--- config.mk ---
export PLATFORM = sky130hd
export DESIGN_NAME = dmp_controller
export DESIGN_NICKNAME = d
export VERILOG_FILES = /design/src/rtl/core/dmp_pkg.sv /design/src/rtl/core/dmp_controller.sv
export VERILOG_INCLUDE_DIRS = /design/src /design/src/rtl/core
export SDC_FILE = /design/constraint.sdc
export NUM_CORES = 1
export LEC_CHECK = 0
export BUFFER_PORTS_ARGS = -buffer_cell sky130_fd_sc_hd__buf_4
export CORE_AREA = 10 10 47 49
export DETAILED_ROUTE_END_ITERATION = 12
export DIE_AREA = 0 0 57 59
export MAX_ROUTING_LAYER = met4
export SYNTH_ARGS = -nofsm -noshare
export SYNTH_HDL_FRONTEND = slang
export SYNTH_SLANG_ARGS = --single-unit
--- constraint.sdc ---
create_clock -name clock -period 1.3 [get_ports clock]
set_clock_uncertainty 0.1 [all_clocks]
set_input_delay 0.065 -clock clock [delete_from_list [all_inputs] [get_ports clock]]
set_output_delay 0.065 -clock clock [all_outputs]
set_load 0.02 [all_outputs]
--- src/rtl/core/dilated_max_pool_2d_macros.svh ---
// Assertion macros shared by the dilated max pooling modules.
`ifndef DILATED_MAX_POOL_2D_MACROS_SVH
`define DILATED_MAX_POOL_2D_MACROS_SVH

// Same-cycle implication, sampled on clock, quiet during reset
`define DMP_ASSERT_IMPL(label, ante, cons, msg) \
   label: assert property (@(posedge clock) disable iff (reset) (ante) |-> (cons)) \
      else $error(msg);

// Next-cycle implication, sampled on clock, quiet during reset
`define DMP_ASSERT_NEXT(label, ante, cons, msg) \
   label: assert property (@(posedge clock) disable iff (reset) (ante) |=> (cons)) \
      else $error(msg);

`endif

--- src/rtl/core/dmp_pkg.sv ---
// Types, constants and register codes of the dilated max pooling block.
package dmp_pkg;

   // Image plane geometry and storage
   localparam int IMAGE_WIDTH  = 32;
   localparam int IMAGE_HEIGHT = 32;
   localparam int MEM_DEPTH    = 1024;
   localparam int MEM_AW       = 10;
   localparam int VALUE_W      = 16;
   localparam int ROW_W        = 5;
   localparam int COL_W        = 5;
   localparam int COORD_W      = 12;
   localparam int SIZE_W       = 4;
   localparam int PAD_W        = 3;
   localparam int CSR_IDX_W    = 3;
   localparam int CSR_DATA_W   = 4;

   localparam logic [MEM_AW-1:0]         IMAGE_WIDTH_A  = MEM_AW'(IMAGE_WIDTH);
   localparam logic signed [COORD_W-1:0] IMAGE_WIDTH_C  = COORD_W'(IMAGE_WIDTH);
   localparam logic signed [COORD_W-1:0] IMAGE_HEIGHT_C = COORD_W'(IMAGE_HEIGHT);
   localparam logic signed [COORD_W-1:0] COORD_ONE      = COORD_W'(1);
   localparam logic signed [VALUE_W-1:0] VALUE_MIN      = {1'b1, {(VALUE_W-1){1'b0}}};

   // Request command codes
   localparam logic CMD_WRITE_PIXEL = 1'b0;
   localparam logic CMD_POOL        = 1'b1;

   // Configuration register indexes
   localparam logic [CSR_IDX_W-1:0] REG_KERNEL_WIDTH  = 3'd0;
   localparam logic [CSR_IDX_W-1:0] REG_KERNEL_HEIGHT = 3'd1;
   localparam logic [CSR_IDX_W-1:0] REG_STRIDE_X      = 3'd2;
   localparam logic [CSR_IDX_W-1:0] REG_STRIDE_Y      = 3'd3;
   localparam logic [CSR_IDX_W-1:0] REG_PAD_X         = 3'd4;
   localparam logic [CSR_IDX_W-1:0] REG_PAD_Y         = 3'd5;
   localparam logic [CSR_IDX_W-1:0] REG_DILATION_X    = 3'd6;
   localparam logic [CSR_IDX_W-1:0] REG_DILATION_Y    = 3'd7;

   // Register reset values
   localparam logic [SIZE_W-1:0] KERNEL_RESET   = 4'd2;
   localparam logic [SIZE_W-1:0] STRIDE_RESET   = 4'd2;
   localparam logic [PAD_W-1:0]  PAD_RESET      = 3'd0;
   localparam logic [SIZE_W-1:0] DILATION_RESET = 4'd1;

   typedef struct packed {
      logic [SIZE_W-1:0] kernel_width;
      logic [SIZE_W-1:0] kernel_height;
      logic [SIZE_W-1:0] stride_x;
      logic [SIZE_W-1:0] stride_y;
      logic [PAD_W-1:0]  pad_x;
      logic [PAD_W-1:0]  pad_y;
      logic [SIZE_W-1:0] dilation_x;
      logic [SIZE_W-1:0] dilation_y;
   } cfg_type;

   // Controller to datapath commands
   typedef struct packed {
      logic mem_write;
      logic load_query;
      logic setup;
      logic adjust;
      logic scan_init;
      logic scan_step;
      logic load_result;
   } ctrl_type;

   // Datapath to controller status
   typedef struct packed {
      logic adjust_done;
      logic rows_done;
   } status_type;

endpackage

--- src/rtl/core/dmp_controller.sv ---
// Sequencer for pixel writes and the window scan of a pooling query.
`include "dilated_max_pool_2d_macros.svh"
module dmp_controller
   import dmp_pkg::*;
(
   input  logic       clock,
   input  logic       reset,
   input  logic       req_valid,
   input  logic       req_command,
   output logic       req_ready,
   input  logic       rsp_ready,
   output logic       rsp_valid,
   input  status_type status,
   output ctrl_type   ctrl
);

   typedef enum logic [4:0] {
      ST_IDLE   = 5'b00001,
      ST_SETUP  = 5'b00010,
      ST_ADJUST = 5'b00100,
      ST_SCAN   = 5'b01000,
      ST_FINISH = 5'b10000
   } state_type;

   state_type state_ff, state_in;
   logic      rsp_valid_ff, rsp_valid_in;
   logic      req_accept;

   assign req_ready  = (state_ff == ST_IDLE);
   assign req_accept = req_valid && req_ready;
   assign rsp_valid  = rsp_valid_ff;

   // Next state and commands
   always_comb begin
      state_in = state_ff;
      ctrl     = '0;
      case (state_ff)
         ST_IDLE: begin
            if (req_accept) begin
               if (req_command == CMD_POOL) begin
                  ctrl.load_query = 1'b1;
                  state_in        = ST_SETUP;
               end else begin
                  ctrl.mem_write = 1'b1;
               end
            end
         end
         ST_SETUP: begin
            ctrl.setup = 1'b1;
            state_in   = ST_ADJUST;
         end
         ST_ADJUST: begin
            if (status.adjust_done) begin
               ctrl.scan_init = 1'b1;
               state_in       = ST_SCAN;
            end else begin
               ctrl.adjust = 1'b1;
            end
         end
         ST_SCAN: begin
            if (status.rows_done) begin
               state_in = ST_FINISH;
            end else begin
               ctrl.scan_step = 1'b1;
            end
         end
         ST_FINISH: begin
            if (!rsp_valid_ff || rsp_ready) begin
               ctrl.load_result = 1'b1;
               state_in         = ST_IDLE;
            end
         end
         default: begin
            state_in = ST_IDLE;
         end
      endcase
   end

   // Hold a finished result until it is taken
   always_comb begin
      if (ctrl.load_result) begin
         rsp_valid_in = 1'b1;
      end else if (rsp_ready) begin
         rsp_valid_in = 1'b0;
      end else begin
         rsp_valid_in = rsp_valid_ff;
      end
   end

   always_ff @(posedge clock) begin
      if (reset) begin
         state_ff     <= ST_IDLE;
         rsp_valid_ff <= 1'b0;
      end else begin
         state_ff     <= state_in;
         rsp_valid_ff <= rsp_valid_in;
      end
   end

   `DMP_ASSERT_IMPL(a_no_overwrite, ctrl.load_result, (!rsp_valid_ff || rsp_ready), "pending result overwritten")
   `DMP_ASSERT_NEXT(a_query_setup, (req_accept && req_command == CMD_POOL), (state_ff == ST_SETUP), "query did not start setup")
   `DMP_ASSERT_NEXT(a_result_shown, ctrl.load_result, (rsp_valid_ff && state_ff == ST_IDLE), "result not presented")

endmodule

---- After elaboration in Yosys (flattened, before gate mapping) ----
Cells that the tools add are included.
storage, ports and cells
  bits of input ports ..................... 7
  word-level logic and storage cells ...... 37
  output and inout port bits .............. 9
  bits in registers ....................... 6
operators by class
  eq/ne operators ......................... 10
  mux-type cells .......................... 20
  reduce and logical (&&, ||, !) cells .... 5
operators with widths
  operator            count
  $mux 5              5
  $pmux 5 s5          1
  $mux 1              11
  $ne 2x2->1 const B  4
  $mux 2              3
  $eq 5x1->1 const B  1
  $eq 5x2->1 const B  1
  $eq 5x3->1 const B  1
  $eq 5x4->1 const B  1
  $eq 5x5->1 const B  1
  $reduce_and 5->1    1
  $ne 2x1->1 const B  1
  $reduce_bool 2->1   1
  $logic_and 1x1->1   1
  $logic_not 1->1     1
  $logic_or 1x1->1    1

---- Depth between registers and ports, before layout ----
Gate-level depths: netlist of the first run.
  depth in word-level cells ............... 5
  mapped depth ............................ 4

---- Worst setup path before layout of the first run ----
No wires, ideal clock.
  path type ............................... register to output
  start ................................... register state_ff[4]
  end ..................................... output port ctrl[6] in the netlist's numbering
  slack ................................... -0.204 ns
  arrival ................................. 1.339 ns
  buffers on the path ..................... 0
  stages on the path, launching flop included .. 5
  cells stage by stage .................... dfxtp_1 -> nor3_2 -> and2_0 -> nand2_1 -> nor2_1
RTL lines
  what                    RTL line              RTL
  start, declared         dmp_controller.sv:25  state_type state_ff, state_in;
  start signal, assigned  dmp_controller.sv:95  state_ff <= state_in;
  end, declared           dmp_controller.sv:14  output ctrl_type ctrl

==> results.yml, run 1 <==
layout:
  final_core_util_pct: 54.2
  final_common_cell: "buf_4"
  final_cell_mix: "buf_4 (16), buf_6 (10), nor2_1 (5), dfxtp_4 (5)"
  num_antenna_cells: 0
  area_growth_pct: 104
  final_cells: 91
  num-fill-cells: 136
  drive_gt1_share_pct: 72.0
  nNetsFinal: 84
power_and_ir_drop:
  power.share.clock_pct: 18.4
  peakVddDrop_mv: 0.625
  comb_power_share_pct: 54.2
  p_total_w: 0.000918
  seqPwrFrac_pct: 27.4
  pwr_density_cell_mw_per_mm2: 1210
  power.internal_w: 0.000602
  p_leak_nw: 0.322
  switching_share_pct: 34.4
  switchingPower_w: 0.000316
synthesis:
  synth_top_area_share_pct: 32.3
  synth_mux_area_share_pct: 0
  synth.distinct_cells: 22
  synth_compound_area_share_pct: 11.1
  synth_xor_area_share_pct: 0
  synth-seq-area-share_pct: 32.3
  netlist_area_um2: 372
  synth_top_cell_by_area: "dfxtp_1"
  synthTopCellsByArea: "dfxtp_1 (32%), nor2b_1 (8.4%), nor2_1 (8.1%), nand4bb_4 (7.4%), a21oi_1 (5.4%)"
  syn_area_per_cell_um2: 8.08
  synth_top_family_by_area: "simple AND/OR/NAND/NOR gates"
  ys_warn_count: 0
  syn_inst: 46
  synth_nets: 53
  post_synth_fa_ha_maj_area_fraction_pct: 0
  ys_seq_elements: 6
  synth-simple-area-share_pct: 53.5
critical_path:
  slowest_delay_ps: 360
  crit_path_end_kind: "primary output"
  crit_cells: 5
  r2r_setup_slack_ps: 40
  r2r_end: "state_ff[0]"
  cp-start-kind: "flop"
  reg2reg_depth: 5
  worst-path-buf-inv: 1
  crit_fanout: 5
  critical_path_class: "flop to primary output"
  r2r_start: "state_ff[0]"
  slowest_stage: "dfxtp_4"
  path_cells: "nor3_4 > and2_4 > nand2_1 > nor2_2 > buf_6"
  critPathTopFamily: "simple AND/OR/NAND/NOR gates"
  worstPathArrival_ps: 1300
  required_ps: 1130
grt:
  grt_pass1_vias: 452
  gr-usage-all-layers_pct: 7.97
  antenna_found_initial: 0
  gr-total-overflow: 0
  grt_max_degree: 8
  grt_pass1_wl_um: 2040
drt:
  routed_wl_um: 1210
  wl_met1_um: 516
  drtAntennaViolNets: 0
  firstDrtPassIters: 2
  wl_per_cell_um: 13.3
  wl_met2_um: 571
  drc: 0
  wl_met3_um: 91
  viasPerCell: 4.93
  num_vias: 449
  routed.top_layer: "met4"
  drt-initial-drc-count: 8
timing:
  max_slew_margin_pct: 86.4
  period_needed_ps: 1460
  postLayoutSetupSlackWorst_ps: -160
  max_freq_mhz: 685
  rsz0062_at_grt: "yes"
  fin_crit_sh_pct: 112
  setup_viol_count_final: 8
  finalMaxSlewViolations: 0
  fin_tns_setup_ps: -722
  worst_slew_pin_slew_ps: 202
  hold_viol_final: 0
place:
  dpl.cell_count: 79
  place_congestion: 0.819
  io_buffers: 15
  place_hpwl_um: 827
  place_ws_ps: -4.69
clock_network:
  cts_made_buffers: 3
  cts_buffer_depth: 2
  clock-sinks: 6
  cts_tree: "yes"
  cts.clk_slew.worst_paths_ps: 40
  root_buffer: "clkbuf_4"
  clock_latency_ps: 240
  h-tree-depth: 1
status:
  violations: "setup timing"
  outcome: "finished, violations left"
die:
  die_x_um: 57
  start_util_pct: 26.5
  dieArea_mm2: 0.00336
  num_rows: 14
  io_pins: 16
  coreArea_mm2: 0.00140
  fp.dieH_um: 59
worst_hold_path:
  hold_class: "primary input to flop"
  holdCritStartpoint: "status[0]"
  holdPathStages: 3
  min_to: "state_ff[4]"
run:
  drv_cap: 0
==> worst max-delay path by stage <==
stage / startpoint / endpoint / slack, ps
global placement: state_ff[1] / ctrl[5] / 20
global route: state_ff[4] / ctrl[6] / -250
CTS: state_ff[1] / ctrl[5] / -150
detailed placement: state_ff[4] / state_ff[0] / -5
finish: state_ff[4] / ctrl[6] / -160
floorplan: state_ff[4] / state_ff[0] / 20
==> power by group through the flow <==
stage | clock network (W) | logic [W] | registers, W
finish | 0.000169 | 0.000498 | 0.000251
global route | 0.000195 | 0.000544 | 0.000253
CTS | 0.000174 | 0.000415 | 0.000245
detailed placement | 0 | 0.000307 | 0.000230
global placement | 0 | 0.000307 | 0.000231
floorplan | 0 | 0.000207 | 0.000223
==> state kept, by name (all words and copies together) (netlist names) <==
signal,flops
rsp_valid,1
state_ff,5
==> worst register-to-register path, cell delays in order (launching register included) <==
cell and delay [ps]:
dfxtp_4 370, nor2_4 150, buf_4 120, nand4_1 170, nand4bb_4 160, o21ai_2 70
==> cells by family after synthesis <==
logic type / count (synthesis)
AO/OA/AOI/OAI: 8
buffers and inverters: 2
flip-flops: 6
AND/OR/NAND/NOR: 30
==> synthesized netlist by cell type <==
cell type  number
nor3_1          1
and3_1          2
a21oi_1         4
nor2b_1         5
nand2_1         2
o21ai_1         1
nor2_1          8
dfxtp_1         6
buf_4           1
a31oi_1         1
and2_0          1
nor3_2          1
inv_1           1
and4_1          1
nand3_1         3
nand4_1         1
and3b_4         1
o21ai_0         2
nor3b_2         1
nor3b_1         1
and2_1          1
nand4bb_4       1
==> through the flow <==
stage	hold WS, ps	instance area [um^2]
6_report	21.0	759
5_1_grt	3.70	759
4_1_cts	6.31	684
3_5_place_dp	199	524
3_3_place_gp	194	524
2_1_floorplan	34.1	377
==> timing repair <==
item	4_1_cts	5_1_grt
resized for setup	30	12
hold buffers	1	0
buffers inserted	4	4
endpoints found under the setup margin	10	10
pin swaps	5	11
hold endpoints to repair	5	0
==> layout make-up <==
cell class | instances | area (um^2) | area share [%]
tap | 16 | 20.0 | 2.64
timing repair buffer | 27 | 243 | 32.0
multi-input combinational | 38 | 332 | 43.7
sequential | 6 | 139 | 18.3
inverter | 1 | 3.75 | 0.494
clock buffer | 3 | 22.5 | 2.97
==> per-layer routing <==
metal | global-route usage [%] | up-vias
met1 | 8.61 | 207
met2 | 11.0 | 15
li1 | - | 223
met4 | 6.04 | 0
met3 | 3.86 | 4
met5 | - | -
No activity file was read; power rests on OpenSTA's default activity.
==> inputs of run 2 (changes only) <==
PLACE_DENSITY = 0.57   (was default)
==> run 2 against run 1 <==
Against the previous run: the flow still finishes with violations (setup timing); final area increased by 4.6%; register-to-register slack worse by 60 ps; combinational power up 9.0%; hold slack improved by 47 ps; via count grew 4.0%; cell count increased by 4.4%; critical path depth decreased by 1; largest power group unchanged.
==> results.yml, run 2 (synthesis gave the netlist of run 1 again) <==
status:
  outcome: "finished, violations left"
  violations: "setup timing"
grt:
  grtUsageMet2_pct: 13.2
  grt_max_degree: 7
  grtUsageMet3_pct: 6.22
  grt_pass1_wl_um: 2170
  antenna_found_initial: 0
  grt_pass1_vias: 492
  gr-total-overflow: 0
  gr-usage-all-layers_pct: 8.34
  grt_util_met1_pct: 7.69
  busiest_layer: "met2"
layout:
  num-fill-cells: 140
  drive_gt1_share_pct: 77.2
  final_common_cell: "buf_4"
  final_cell_mix: "buf_4 (19), buf_6 (10), a21oi_1 (4)"
  regMostFlops: "state_ff"
  final_core_util_pct: 56.7
  area_growth_pct: 114
  nNetsFinal: 88
  largest_reg_flops: 5
  num_antenna_cells: 0
power_and_ir_drop:
  power.internal_w: 0.000624
  pwr_density_cell_mw_per_mm2: 1220
  peakVddDrop_mv: 0.761
  seqPwrFrac_pct: 24.8
  switchingPower_w: 0.000344
  switching_share_pct: 35.6
  power.share.clock_pct: 19.1
  comb_power_share_pct: 56.1
  p_leak_nw: 0.337
critical_path:
  required_ps: 1130
  critPathTopFamily: "simple AND/OR/NAND/NOR gates"
  path_cells: "nor3_4 > and2_4 > and3_4 > buf_6"
  critical_path_class: "flop to primary output"
  crit_fanout: 4
  crit_path_end_kind: "primary output"
  slowest_stage: "dfxtp_4"
  worstPathArrival_ps: 1350
  cp-start-kind: "flop"
  worst-path-buf-inv: 1
  slowest_delay_ps: 350
clock_network:
  cts.clk_slew.worst_paths_ps: 50
  h-tree-depth: 1
  cts_buffer_depth: 2
  clock-sinks: 6
  root_buffer: "clkbuf_4"
  cts_tree: "yes"
  cts_made_buffers: 3
  clock_latency_ps: 250
timing:
  worst_slew_pin_slew_ps: 239
  fin_tns_setup_ps: -1280
  fin_crit_sh_pct: 116
  hold_viol_final: 0
  setup_viol_count_final: 11
  period_needed_ps: 1510
  postLayoutSetupSlackWorst_ps: -212
  max_slew_margin_pct: 84.0
  finalMaxSlewViolations: 0
  rsz0062_at_grt: "yes"
  max_freq_mhz: 661
drt:
  firstDrtPassIters: 4
  viasPerCell: 4.92
  drc: 0
  drtAntennaViolNets: 0
  routed_wl_um: 1370
  num_vias: 467
  wl_per_cell_um: 14.4
  drt-initial-drc-count: 11
die:
  fp.dieH_um: 59
  num_rows: 14
  dieArea_mm2: 0.00336
  die_x_um: 57
  coreArea_mm2: 0.00140
  io_pins: 16
  start_util_pct: 26.5
run:
  drv_cap: 0
worst_hold_path:
  hold_class: "primary input to flop"
place:
  place_congestion: 0.765
  place_ws_ps: -17.8
  place_hpwl_um: 842
  io_buffers: 15
-- run 2: stage by stage --
stage               std cells  power [W]  cell area, um^2  hold WS (ps)
finish                     95   0.000968              795          67.7
global route               95    0.00104              795          78.5
CTS                        90   0.000850              664          54.3
detailed placement         79   0.000533              524           195
floorplan                  46   0.000430              377          34.1
global placement           79   0.000537              524           198
-- run 2: worst paths after layout --
kind / from / end / slack [ps] / depth (start not counted)
max: state_ff[1] / ctrl[5] / -210 / 4
min: status[1] / state_ff[2] / 70 / 4
max reg2reg: state_ff[1] / state_ff[3] / -20 / 6
min reg2reg: state_ff[4] / state_ff[0] / 480 / 2
-- run 2: worst min-delay path, cell delays in order --
cell and delay (ps):
buf_4 80, inv_1 50, a21oi_1 120, nor3b_1 60
-- run 2: per-layer routing --
metal	wire [um]	vias up	part of all wire, %
li1	-	228	-
met1	515	219	38
met2	714	18	52
met3	124	2	9.1
met4	11	0	0.81
met5	0	-	0
-- run 2: what timing repair did --
action	in CTS	in global routing
pin swaps	5	12
gates resized for setup	18	25
hold buffers	2	0
hold endpoints to repair	6	0
setup endpoints to repair	9	11
buffers inserted	6	5
-- run 2: power by group through the flow --
stage	Combinational [W]	Sequential [W]	Clock (W)
floorplan	0.000207	0.000223	0
global placement	0.000306	0.000231	0
detailed placement	0.000304	0.000229	0
CTS	0.000424	0.000235	0.000191
global route	0.000586	0.000243	0.000210
finish	0.000543	0.000240	0.000185
-- run 2: cell type report --
type,instances,area (um^2),share of cell area [%]
repair buffers,31,275,34.6
multi-input cells,38,342,43.0
flip-flops and latches,6,131,16.5
clock buffers,3,22.5,2.83
well taps,16,20.0,2.52
inverters,1,3.75,0.472
